--- config.mk ---
export PLATFORM = sky130hd
export DESIGN_NAME = adpcm_command_stream_monitor
export DESIGN_NICKNAME = d
export VERILOG_FILES = /design/src/design/adcsm_pkg.sv /design/src/design/adcsm_ram.sv /design/src/design/adcsm_front.sv /design/src/design/adcsm_queue.sv /design/src/design/adcsm_back.sv /design/src/design/adpcm_command_stream_monitor.sv
export SDC_FILE = /design/constraint.sdc
export NUM_CORES = 2
export LEC_CHECK = 0
export ABC_AREA = 0
export BUFFER_PORTS_ARGS = -buffer_cell sky130_fd_sc_hd__buf_2
export CAP_MARGIN = 10
export CORE_ASPECT_RATIO = 1.4
export CORE_MARGIN = 2
export CORE_UTILIZATION = 55
export CTS_CLUSTER_DIAMETER = 60
export DETAILED_ROUTE_END_ITERATION = 6
export GPL_TIMING_DRIVEN = 0
export HOLD_SLACK_MARGIN = 0.06
export PLACE_DENSITY = 0.74
export SYNTH_ARGS = -nofsm -noshare
export SYNTH_HDL_FRONTEND = slang
export SYNTH_SLANG_ARGS = --single-unit
--- constraint.sdc ---
create_clock -name clk -period 7.85 [get_ports clk]
set_input_delay 1.57 -clock clk [delete_from_list [all_inputs] [get_ports clk]]
set_output_delay 1.57 -clock clk [all_outputs]
set_load 0.05 [all_outputs]
--- src/design/adcsm_pkg.sv ---
// Shared types and constants for the ADPCM command stream monitor.
// Used by the front, queue, back and top-level files; depends on nothing.
`default_nettype none

package adcsm_pkg;

	localparam int unsigned TableEntries = 32;
	localparam int unsigned QueueDepth   = 2;

	localparam logic [7:0]  OP_DECODE     = 8'd1;
	localparam logic [7:0]  OP_LOAD_BOOK  = 8'd11;
	localparam logic [3:0]  INIT_FLAG     = 4'h1;
	localparam logic [13:0] HARD_LIMIT    = 14'd8192;
	localparam logic [13:0] MAX_CMD_RESET = 14'd8192;

	// One decode command as classified by the front part.
	typedef struct packed {
		logic [31:0] list_number;
		logic [23:0] state_address;
		logic [31:0] book;
		logic [3:0]  flags;
		logic [11:0] count;
	} job_t;

	typedef struct packed {
		logic valid;
		job_t job;
	} job_beat_t;

endpackage

`default_nettype wire

--- src/design/adcsm_ram.sv ---
// Generic single-write, single-read RAM with a registered read port.
// No dependencies.
`default_nettype none

module adcsm_ram #(
	parameter int unsigned WIDTH = 32,
	parameter int unsigned DEPTH = 32,
	localparam int unsigned ADDR_W = (DEPTH > 1) ? $clog2(DEPTH) : 1
) (
	input  wire logic              clk,
	input  wire logic              we,
	input  wire logic [ADDR_W-1:0] waddr,
	input  wire logic [WIDTH-1:0]  wdata,
	input  wire logic              re,
	input  wire logic [ADDR_W-1:0] raddr,
	output logic      [WIDTH-1:0]  rdata
);

	logic [WIDTH-1:0] mem_q [DEPTH];

	always_ff @(posedge clk) begin
		if (we) begin
			mem_q[waddr] <= wdata;
		end
		if (re) begin
			rdata <= mem_q[raddr];
		end
	end

endmodule

`default_nettype wire

--- src/design/adcsm_front.sv ---
// Front part: accepts command beats, tracks lists, the command limit and
// the current book, and hands decode commands on. Depends on adcsm_pkg.
`default_nettype none

module adcsm_front (
	input  wire logic                 clk,
	input  wire logic                 arst_n,
	input  wire logic                 in_valid,
	output logic                      in_ready,
	input  wire logic                 first_in_list,
	input  wire logic [31:0]          word_high,
	input  wire logic [31:0]          word_low,
	input  wire logic                 cfg_we,
	input  wire logic [13:0]          cfg_wdata,
	input  wire logic                 q_full,
	output adcsm_pkg::job_beat_t      job_push
);

	logic [13:0] max_cmd_q;
	logic [31:0] active_book_q;
	logic [31:0] list_q;
	logic [13:0] seen_q;

	logic        accept;
	logic [13:0] limit;
	logic [13:0] seen_base;
	logic [31:0] book_base;
	logic [31:0] list_now;
	logic        in_range;
	logic [7:0]  op;

	assign in_ready = !q_full;
	assign accept   = in_valid && in_ready;
	assign op       = word_high[31:24];

	always_comb begin
		limit     = (max_cmd_q > adcsm_pkg::HARD_LIMIT) ? adcsm_pkg::HARD_LIMIT : max_cmd_q;
		seen_base = first_in_list ? 14'd0 : seen_q;
		book_base = first_in_list ? 32'd0 : active_book_q;
		list_now  = first_in_list ? list_q + 32'd1 : list_q;
		in_range  = seen_base < limit;
	end

	always_comb begin
		job_push.valid             = accept && in_range && (op == adcsm_pkg::OP_DECODE);
		job_push.job.list_number   = list_now;
		job_push.job.state_address = word_high[23:0];
		job_push.job.book          = book_base;
		job_push.job.flags         = word_low[31:28];
		job_push.job.count         = word_low[27:16];
	end

	always_ff @(posedge clk or negedge arst_n) begin
		if (!arst_n) begin
			max_cmd_q     <= adcsm_pkg::MAX_CMD_RESET;
			active_book_q <= '0;
			list_q        <= '0;
			seen_q        <= '0;
		end else begin
			if (cfg_we) begin
				max_cmd_q <= cfg_wdata;
			end
			if (accept) begin
				list_q <= list_now;
				// A command past the limit changes nothing beyond the list restart.
				if (in_range) begin
					seen_q        <= seen_base + 14'd1;
					active_book_q <= (op == adcsm_pkg::OP_LOAD_BOOK) ? word_low : book_base;
				end else begin
					seen_q        <= seen_base;
					active_book_q <= book_base;
				end
			end
		end
	end

endmodule

`default_nettype wire

--- src/design/adcsm_queue.sv ---
// Short queue of decode jobs between the front and back parts.
// Depends on adcsm_pkg for the job type and depth.
`default_nettype none

module adcsm_queue (
	input  wire logic                 clk,
	input  wire logic                 arst_n,
	input  wire adcsm_pkg::job_beat_t push,
	output logic                      full,
	input  wire logic                 pop,
	output adcsm_pkg::job_beat_t      head
);

	localparam int unsigned Depth = adcsm_pkg::QueueDepth;
	localparam int unsigned PtrW  = (Depth > 1) ? $clog2(Depth) : 1;
	localparam int unsigned CntW  = $clog2(Depth + 1);

	adcsm_pkg::job_t entries_q [Depth];
	logic [PtrW-1:0] wr_ptr_q;
	logic [PtrW-1:0] rd_ptr_q;
	logic [CntW-1:0] count_q;

	logic do_push;
	logic do_pop;

	assign full       = (count_q == CntW'(Depth));
	assign do_push    = push.valid && !full;
	assign do_pop     = pop && (count_q != '0);
	assign head.valid = (count_q != '0);
	assign head.job   = entries_q[rd_ptr_q];

	always_ff @(posedge clk) begin
		if (do_push) begin
			entries_q[wr_ptr_q] <= push.job;
		end
	end

	always_ff @(posedge clk or negedge arst_n) begin
		if (!arst_n) begin
			wr_ptr_q <= '0;
			rd_ptr_q <= '0;
			count_q  <= '0;
		end else begin
			if (do_push) begin
				wr_ptr_q <= (wr_ptr_q == PtrW'(Depth - 1)) ? '0 : wr_ptr_q + PtrW'(1);
			end
			if (do_pop) begin
				rd_ptr_q <= (rd_ptr_q == PtrW'(Depth - 1)) ? '0 : rd_ptr_q + PtrW'(1);
			end
			if (do_push && !do_pop) begin
				count_q <= count_q + CntW'(1);
			end else if (do_pop && !do_push) begin
				count_q <= count_q - CntW'(1);
			end
		end
	end

endmodule

`default_nettype wire

--- src/design/adcsm_back.sv ---
// Back part: looks up the previous book per state address in the
// associative table, builds the decode event and updates the table.
// Depends on adcsm_pkg and adcsm_ram.
`default_nettype none

module adcsm_back #(
	parameter int unsigned TABLE_ENTRIES = adcsm_pkg::TableEntries
) (
	input  wire logic                 clk,
	input  wire logic                 arst_n,
	input  wire adcsm_pkg::job_beat_t head,
	output logic                      pop,
	output logic                      out_valid,
	input  wire logic                 out_ready,
	output logic [31:0]               event_index,
	output logic [31:0]               list_number,
	output logic [23:0]               state_address,
	output logic [31:0]               book_address,
	output logic [31:0]               previous_book,
	output logic [3:0]                decode_flags,
	output logic                      init_bit,
	output logic [11:0]               sample_count,
	output logic                      suspect
);

	localparam int unsigned IdxW = (TABLE_ENTRIES > 1) ? $clog2(TABLE_ENTRIES) : 1;

	typedef enum logic [3:0] {
		S_IDLE  = 4'b0001,
		S_MATCH = 4'b0010,
		S_READ  = 4'b0100,
		S_EMIT  = 4'b1000
	} back_state_t;

	back_state_t            state_q;
	adcsm_pkg::job_t        job_q;
	logic [23:0]            key_q [TABLE_ENTRIES];
	logic [TABLE_ENTRIES-1:0] valid_q;
	logic [TABLE_ENTRIES-1:0] match_q;
	logic                   hit_q;
	logic [IdxW-1:0]        hit_idx_q;
	logic                   free_any_q;
	logic [IdxW-1:0]        free_idx_q;
	logic [31:0]            event_q;

	logic [TABLE_ENTRIES-1:0] match;
	logic [TABLE_ENTRIES-1:0] free;
	logic [TABLE_ENTRIES-1:0] free_low;
	logic [IdxW-1:0]        match_idx;
	logic [IdxW-1:0]        free_idx;
	logic [31:0]            ram_rdata;
	logic [31:0]            prev;
	logic                   init;
	logic                   load;
	logic                   tbl_we;
	logic [IdxW-1:0]        tbl_waddr;

	function automatic logic [IdxW-1:0] encode(input logic [TABLE_ENTRIES-1:0] oh);
		logic [IdxW-1:0] idx;
		idx = '0;
		for (int i = 0; i < TABLE_ENTRIES; i++) begin
			if (oh[i]) begin
				idx = idx | IdxW'(i);
			end
		end
		return idx;
	endfunction

	always_comb begin
		for (int i = 0; i < TABLE_ENTRIES; i++) begin
			match[i] = valid_q[i] && (key_q[i] == job_q.state_address);
		end
		free      = ~valid_q;
		// Isolate the lowest free slot so the encoder sees a single bit.
		free_low  = free & (~free + TABLE_ENTRIES'(1));
		match_idx = encode(match);
		free_idx  = encode(free_low);
	end

	assign pop       = (state_q == S_IDLE) && head.valid;
	assign load      = (state_q == S_EMIT) && (!out_valid || out_ready);
	assign prev      = hit_q ? ram_rdata : 32'd0;
	assign init      = |(job_q.flags & adcsm_pkg::INIT_FLAG);
	assign tbl_we    = load && (job_q.book != 32'd0) && (hit_q || free_any_q);
	assign tbl_waddr = hit_q ? hit_idx_q : free_idx_q;

	adcsm_ram #(
		.WIDTH(32),
		.DEPTH(TABLE_ENTRIES)
	) u_book_ram (
		.clk  (clk),
		.we   (tbl_we),
		.waddr(tbl_waddr),
		.wdata(job_q.book),
		.re   (state_q == S_READ),
		.raddr(hit_idx_q),
		.rdata(ram_rdata)
	);

	always_ff @(posedge clk or negedge arst_n) begin
		if (!arst_n) begin
			state_q   <= S_IDLE;
			valid_q   <= '0;
			event_q   <= '0;
			out_valid <= 1'b0;
		end else begin
			if (out_valid && out_ready && !load) begin
				out_valid <= 1'b0;
			end
			unique case (state_q)
				S_IDLE: begin
					if (head.valid) begin
						state_q <= S_MATCH;
					end
				end
				S_MATCH: begin
					state_q <= S_READ;
				end
				S_READ: begin
					state_q <= S_EMIT;
				end
				S_EMIT: begin
					if (load) begin
						out_valid <= 1'b1;
						event_q   <= event_q + 32'd1;
						state_q   <= S_IDLE;
						if (tbl_we && !hit_q) begin
							valid_q[free_idx_q] <= 1'b1;
						end
					end
				end
				default: begin
					state_q <= S_IDLE;
				end
			endcase
		end
	end

	// Payload registers carry no reset.
	always_ff @(posedge clk) begin
		if (pop) begin
			job_q <= head.job;
		end
		if (state_q == S_MATCH) begin
			match_q    <= match;
			hit_q      <= |match;
			hit_idx_q  <= match_idx;
			free_any_q <= |free;
			free_idx_q <= free_idx;
		end
		if (tbl_we && !hit_q) begin
			key_q[free_idx_q] <= job_q.state_address;
		end
		if (load) begin
			event_index   <= event_q;
			list_number   <= job_q.list_number;
			state_address <= job_q.state_address;
			book_address  <= job_q.book;
			previous_book <= prev;
			decode_flags  <= job_q.flags;
			init_bit      <= init;
			sample_count  <= job_q.count;
			suspect       <= (prev != 32'd0) && (job_q.book != 32'd0) &&
				(job_q.book != prev) && !init;
		end
	end

	// Keys stay unique among valid entries, so a lookup hits at most one slot.
	a_match_unique: assert property (@(posedge clk) disable iff (!arst_n)
		(state_q == S_READ) |-> $onehot0(match_q))
		else $error("table lookup hit more than one entry");

	a_event_step: assert property (@(posedge clk) disable iff (!arst_n)
		load |=> (event_q == $past(event_q) + 32'd1))
		else $error("event counter did not advance with an emitted event");

	a_valid_grows: assert property (@(posedge clk) disable iff (!arst_n)
		$countones(valid_q) >= $past($countones(valid_q)))
		else $error("a table entry lost its valid bit");

	a_suspect_init: assert property (@(posedge clk) disable iff (!arst_n)
		out_valid |-> !(suspect && init_bit))
		else $error("suspect flagged on an init decode");

endmodule

`default_nettype wire

--- src/design/adpcm_command_stream_monitor.sv ---
// Top level of the ADPCM command stream monitor: front, queue and back.
// Depends on adcsm_pkg, adcsm_front, adcsm_queue, adcsm_back, adcsm_ram.
//
//   Channel   Handshake               Beat contents
//   input     in_valid / in_ready     first_in_list, word_high, word_low
//   output    out_valid / out_ready   event_index .. suspect (one decode event)
//   config    cfg_we                  cfg_wdata -> max_commands
//
// The front takes one input beat per cycle while the job queue has room;
// commands other than decodes finish in that cycle.
// Each decode passes through four steps in the back part (take job, table compare,
// book RAM read, emit), set by the table lookup and the RAM's registered read.
// Reset clears all valid bits and counters at once; no clearing pass is run.
// A stalled output holds the back part, which fills the queue and then
// lowers in_ready.
`default_nettype none

module adpcm_command_stream_monitor #(
	parameter int unsigned TABLE_ENTRIES = adcsm_pkg::TableEntries
) (
	input  wire logic        clk,
	input  wire logic        arst_n,
	input  wire logic        in_valid,
	output logic             in_ready,
	input  wire logic        first_in_list,
	input  wire logic [31:0] word_high,
	input  wire logic [31:0] word_low,
	input  wire logic        cfg_we,
	input  wire logic [13:0] cfg_wdata,
	output logic             out_valid,
	input  wire logic        out_ready,
	output logic [31:0]      event_index,
	output logic [31:0]      list_number,
	output logic [23:0]      state_address,
	output logic [31:0]      book_address,
	output logic [31:0]      previous_book,
	output logic [3:0]       decode_flags,
	output logic             init_bit,
	output logic [11:0]      sample_count,
	output logic             suspect
);

	adcsm_pkg::job_beat_t job_push;
	adcsm_pkg::job_beat_t job_head;
	logic                 q_full;
	logic                 q_pop;

	adcsm_front u_front (
		.clk          (clk),
		.arst_n       (arst_n),
		.in_valid     (in_valid),
		.in_ready     (in_ready),
		.first_in_list(first_in_list),
		.word_high    (word_high),
		.word_low     (word_low),
		.cfg_we       (cfg_we),
		.cfg_wdata    (cfg_wdata),
		.q_full       (q_full),
		.job_push     (job_push)
	);

	adcsm_queue u_queue (
		.clk   (clk),
		.arst_n(arst_n),
		.push  (job_push),
		.full  (q_full),
		.pop   (q_pop),
		.head  (job_head)
	);

	adcsm_back #(
		.TABLE_ENTRIES(TABLE_ENTRIES)
	) u_back (
		.clk          (clk),
		.arst_n       (arst_n),
		.head         (job_head),
		.pop          (q_pop),
		.out_valid    (out_valid),
		.out_ready    (out_ready),
		.event_index  (event_index),
		.list_number  (list_number),
		.state_address(state_address),
		.book_address (book_address),
		.previous_book(previous_book),
		.decode_flags (decode_flags),
		.init_bit     (init_bit),
		.sample_count (sample_count),
		.suspect      (suspect)
	);

endmodule

`default_nettype wire
Yosys cells after proc, flatten, opt, wreduce, memory -nomap -nowiden
Memories as Yosys holds them, arrays and structs flattened. A register that Yosys moved wholly into a read port is not among the register bits.
Cells that the tools add are included.
- flip-flop bits (word level): 347
- bits of input ports: 84
- output and inout bits: 172
- word-level logic and storage cells: 256
- RAM bits: 2000
- memories: 3
- memory list (name ; depth ; width ; rd ports ; clocked after Yosys merged registers in ; write ports ; RTL line ; RTL):
    u_back.u_book_ram.mem_q ; 32 ; 32 ; 1 ; 1 ; 1 ; adcsm_ram.sv:19 ; logic [WIDTH-1:0] mem_q [DEPTH];
    u_back.key_q ; 32 ; 24 ; 32 ; 0 ; 1 ; adcsm_back.sv:37 ; logic [23:0] key_q [TABLE_ENTRIES];
    u_queue.entries_q ; 2 ; 104 ; 1 ; 1 ; 1 ; adcsm_queue.sv:18 ; adcsm_pkg::job_t entries_q [Depth];
- eq/ne operators: 43
- bitwise operators: 4
- multiplexer cells: 86
- magnitude comparators: 4
- reductions and logical operators: 76
- add/sub/neg operators: 8
- operators with widths (operator ; count):
    equality test 24 bit ; 32
    two-way mux 32 bit ; 11
    adder 32 x 1 -> 32 bit, second input constant ; 3
    two-way mux 4 bit ; 18
    NOT 32 bit ; 2
    nonzero test 32 bit ; 2
    OR reduction 32 bit ; 2
    two-way mux 14 bit ; 4
    logical AND 1 bit ; 50
    two-way mux 3 bit ; 16
    bitwise AND 32 bit ; 1
    != test 32 bit ; 1
    OR 32 bit ; 1
    OR reduction 16 bit ; 2
    two-way mux 2 bit ; 14
    two-way mux 1 bit ; 20
    one-hot mux 4 bit (4 select lines) ; 1
    OR reduction 8 bit ; 2
    adder 14 x 1 -> 14 bit, second input constant ; 1
    > comparator 14 bit, second input constant ; 1
    < comparator 14 bit ; 1
    equality test 8 x 1 -> 1 bit, second input constant ; 1
    equality test 8 x 4 -> 1 bit, second input constant ; 1
    OR reduction 4 bit ; 2
    other kinds (20) ; 32

Depth between registers and ports, before layout
- depth after elaboration: 30
- depth in mapped cells: 15

By module
Synthesis repeated with hierarchy kept, for this count alone.
- cells, all modules: 5925
- area, all modules: 99472.9 sq um
- modules (own cells, without submodules) (module ; cells an instance ; sequential area each (sq um) ; instances ; area an instance (sq um)):
    adcsm_back ; 2686 ; 33348.2 ; 1 ; 44840.5
    adcsm_ram ; 2260 ; 31710.4 ; 1 ; 40805.4
    adcsm_queue ; 343 ; 6346.1 ; 1 ; 7953.9
    adcsm_front ; 636 ; 2303.5 ; 1 ; 5873.1

Least setup slack after synthesis
Ideal clock, no wire load.
- kind: input to register
- start: in first_in_list
- end: mem u_queue.entries_q[0][0] (netlist bit) (enable)
- path buffers: 3
- stages: 12
- library setup time: 0.580 ns
- path slack: -1.427 ns
- data arrival time: 8.697 ns
- path through: buf_2 buf_1 clkbuf_1 nor2b_1 ha_1 and3_1 a21oi_1 nand3_1 a221oi_2 nand2_1 nor4_2 nor2b_1
- cells in the longest elaborated chain, start to end: 7
- ends and longest elaborated chain (element ; RTL line ; RTL):
    from (decl) ; adpcm_command_stream_monitor.sv:25 ; input wire logic first_in_list,
    two-way mux 14 bit ; adcsm_front.sv:38 ; seen_base = first_in_list ? 14'd0 : seen_q;
    < comparator 14 bit ; adcsm_front.sv:41 ; in_range = seen_base < limit;
    logical AND 1 bit (2 in a row) ; adcsm_front.sv:45 ; job_push.valid = accept && in_range && (op == adcsm_pkg::OP_DECODE);
    logical AND 1 bit ; adcsm_queue.sv:27 ; assign do_push = push.valid && !full;
    named net u_queue.do_push ; adcsm_queue.sv:23 ; logic do_push;
    two-way mux 1 bit ; adcsm_queue.sv:33 ; if (do_push) begin
    two-way mux 1 bit (not written as such) ; adcsm_queue.sv:34 ; entries_q[wr_ptr_q] <= push.job;
    to (decl) ; adcsm_queue.sv:18 ;
The timed path passes the listed nets, and every way through them passes these cells.

Worst setup path after layout
- start: in first_in_list
- end: mem u_queue.entries_q[1][11] (netlist bit) (enable)
The elaborated chain is that of the path after synthesis.

==> out/qor.csv <==
stage;metric;value;unit
synth;yosysSeqAreaShare;75.8;%
cells_and_area;syn_to_final_growth;16.4;%
routing;firstDrtPassIters;7;
cts;post_cts_buffers;0;
cells_and_area;final_common_cell;edfxtp_1;
timing;post-route-period-util;73.7;%
timing;hold_ws;0.418;ns
timing;drv_slew;0;
cts;clock-sinks;2482;
place;portBuffers;254;
global_routing;grt_util_all_layers;29.4;%
routing;vias;52133;
floorplanning;die_w;359;um
routing;drtAntennaViolNets;0;
synth;syn_nets;5215;
floorplanning;pin_count;256;
cells_and_area;final_nets;5867;
cts;numCtsBuffers;220;
routing;vias_per_cell;6.31;
timing;fin_crit;5.79;ns
run_status;status;complete, but fails checks;
critical_path;crit_path_start;first_in_list;
cts;clk_path_buf_depth;3;
cts;h-tree-depth;4;
cells_and_area;regArea;73700;um^2
power_and_ir_drop;peakVddDrop;0.309;mV
timing;timing.slew.headroom;6.96;%
synth;synth.area.top_cells;edfxtp_1, mux4_2, xnor2_1;
routing;wire_per_inst;32.5;um
floorplanning;fp-row-count;182;
timing;rsz0062_at_grt;false;
flow_run;maxCapViolCount;0;
power_and_ir_drop;p_per_area;318;nW/um^2
synth;avgSynthCellArea;19.0;um^2
critical_path;crit_path_start_kind;input port;
timing;fin_setup_tns;0;ns
synth;synth_enable_flop_cells;2317;
global_routing;grt_max_degree;98;
critical_path;cp_data_required_time;8.40;ns
routing;drtIter0Drc;7298;
floorplanning;coreArea;176000;um^2
cts;clkSlewWorstSetupHoldPaths;0.06;ns
cts;cts_root_buf;clkbuf_16;
critical_path;crit_arrival;6.34;ns
synth;synthCells;5114;
hold_path;min_path_type;flip-flop to flip-flop;
global_routing;grt_antenna_before_repair;16;
floorplanning;die_h;501;um
timing;setup_viol;0;
cts;clock_latency;0.90;ns
synth;ys_seq_elements;2482;
place;dpl_worst_slack;1.11;ns
floorplanning;start_util;55.4;%
synth;yosysTopAreaCellShare;71.6;%
timing;max_freq;173;MHz
cells_and_area;drive_gt1_share;23.8;%
synth;ys_warn_count;0;
synth;yosysTopAreaCell;edfxtp_1;
cells_and_area;num-fill-cells;11320;
routing;drt-total-wl;268;mm
critical_path;crit_type;input port to flip-flop;
timing;fin_worst_skew;0.0633;ns
run_status;violations;design-rule violations;
synth;synth_flop_cell;edfxtp_1;
global_routing;grt_pass1_wl;374;mm
routing;drc;1;
cells_and_area;layout_common_cells;edfxtp_1, xnor2_1, xor2_1, buf_2, mux4_2;
power_and_ir_drop;leakagePower;37.2;nW
timing;hold_viol;0;
cts;cts_hold_buffers;0;
timing;setup_ws;2.06;ns
global_routing;grt_overflow;0;
place;globalplace.congestion;0.913;
cts;cts_resized;0;
critical_path;timing.rr.start;u_back.job_q[70]$_DFFE_PP_;
cells_and_area;final_util;64.4;%
critical_path;cp_max_fo;58;
critical_path;endpoint_kind;flip-flop;
synth;syn_area;97200;um^2
timing;worst_pin_slew;1.40;ns
floorplanning;die_area;180000;um^2
synth;synth.distinct_cells;61;
place;dp_hpwl;173;mm
synth;async_reset_ff_share;6.65;%
global_routing;grt_pass1_vias;52308;
cells_and_area;multi_input_area;22700;um^2
cts;cts_tree;yes;
hold_path;hold_start;u_back.job_q[3]$_DFFE_PP_;
[flip-flops by register name, indices dropped and copies added, names as in the netlist, 24 cells and up]
name,count
u_back.state_address,24
u_back.book_address,32
u_back.u_book_ram.mem_q,1024
u_queue.entries_q,208
u_back.u_book_ram.rdata,32
u_back.list_number,32
u_front.list_q,32
u_back.job_q,103
u_back.key_q,768
u_back.valid_q,32
u_front.active_book_q,32
u_back.previous_book,32
u_back.event_q,32
u_back.event_index,32
[cell usage after synthesis (3+ instances only)]
cell      instances
a31oi_1           7
o41ai_1           7
a21oi_1          12
xor2_1          380
and3_1           11
nand4_1         160
nor2b_1          50
inv_1            50
clkbuf_1        123
nand3b_1          4
mux2_2          152
buf_1            28
nor3b_1           3
nand2_1         129
ha_1             17
dfrtp_1         163
and4_1            5
mux4_2          320
o21ai_0          52
or4_1             3
buf_2            75
nor3_1           50
nor4_1          113
nand2b_1         13
nor2_1          123
nand3_1          99
or2_2            23
or3_1             9
nor3_2            5
xnor2_1         530
edfxtp_1       2317
and2_1           37
or2_1            11
[cells by family (layout without fill, tap and decap cells)]
group           after synthesis  after routing  synth area share, %
mux                         473            473                 9.19
fa+ha+maj                    17             17                0.219
xor+xnor                    910            910                 8.20
compound gates               97             97                0.605
simple gates                858            858                 4.78
other cells                   0              6                    0
flops                      2482           2482                 75.8
buf+inv                     277           1115                 1.17
[worst paths after layout]
kind                       slack [ns]  cells past startpoint                                  to
min reg2reg                      0.42                      0    u_back.sample_count[3]$_DFFE_PP_
max                              2.06                     14  u_queue.entries_q[1][11]$_DFFE_PP_
max reg2reg                      2.45                     11   u_back.hit_idx_q[1]$_SDFFCE_PP1N_
min                              0.42                      0    u_back.sample_count[3]$_DFFE_PP_
max in group asynchronous        6.20                      2       u_back.valid_q[4]$_DFFE_PN0P_
min in group asynchronous        0.70                      1      u_front.list_q[13]$_DFFE_PN0P_
[report_power, final]
group | internal (mW) | switching [mW]
logic | 2.90 | 4.97
clock network | 6.20 | 4.89
registers | 16.2 | 0.886
total | 25.3 | 10.7
[area by class of cell]
type | instances | area share [%]
flip-flops and latches | 2482 | 65.2
inverters | 50 | 0.166
diodes | 6 | 0.0133
multi-input cells | 2355 | 20.1
well taps | 2300 | 2.54
plain buffers | 227 | 0.839
repair buffers | 430 | 4.66
clock inverters | 132 | 1.37
clock buffers | 276 | 5.18
[layer usage]
| metal | wire length [um] | GRT usage (%) | vias to the layer above |
|---|---|---|---|
| met4 | 18400 | 16.7 | 14 |
| met3 | 26200 | 6.07 | 874 |
| li1 | - | - | 21100 |
| met5 | 106 | 0 | - |
| met1 | 90200 | 35.6 | 26592 |
| met2 | 134000 | 49.5 | 3553 |
[stage by stage]
step	instances	instance area (um^2)	total power [mW]
2_1_floorplan	5114	97200	20.7
3_3_place_gp	7668	101000	23.2
3_5_place_dp	7819	105000	24.8
4_1_cts	8227	113000	35.7
5_1_grt	8253	113000	36.8
6_report	8258	113000	36.0
[worst max-delay path: stages]
cell and delay, ns:
buf_2 0.12, buf_2 0.29, buf_1 0.57, clkbuf_1 0.45, nor2b_1 0.10, ha_1 0.32, and3_1 0.17, a21oi_1 0.11
nand3_1 0.11, a221oi_2 0.53, nand2_1 0.36, nor4_2 0.48, and2_4 0.71, buf_16 0.36
Power figures use the tool's default switching activity.
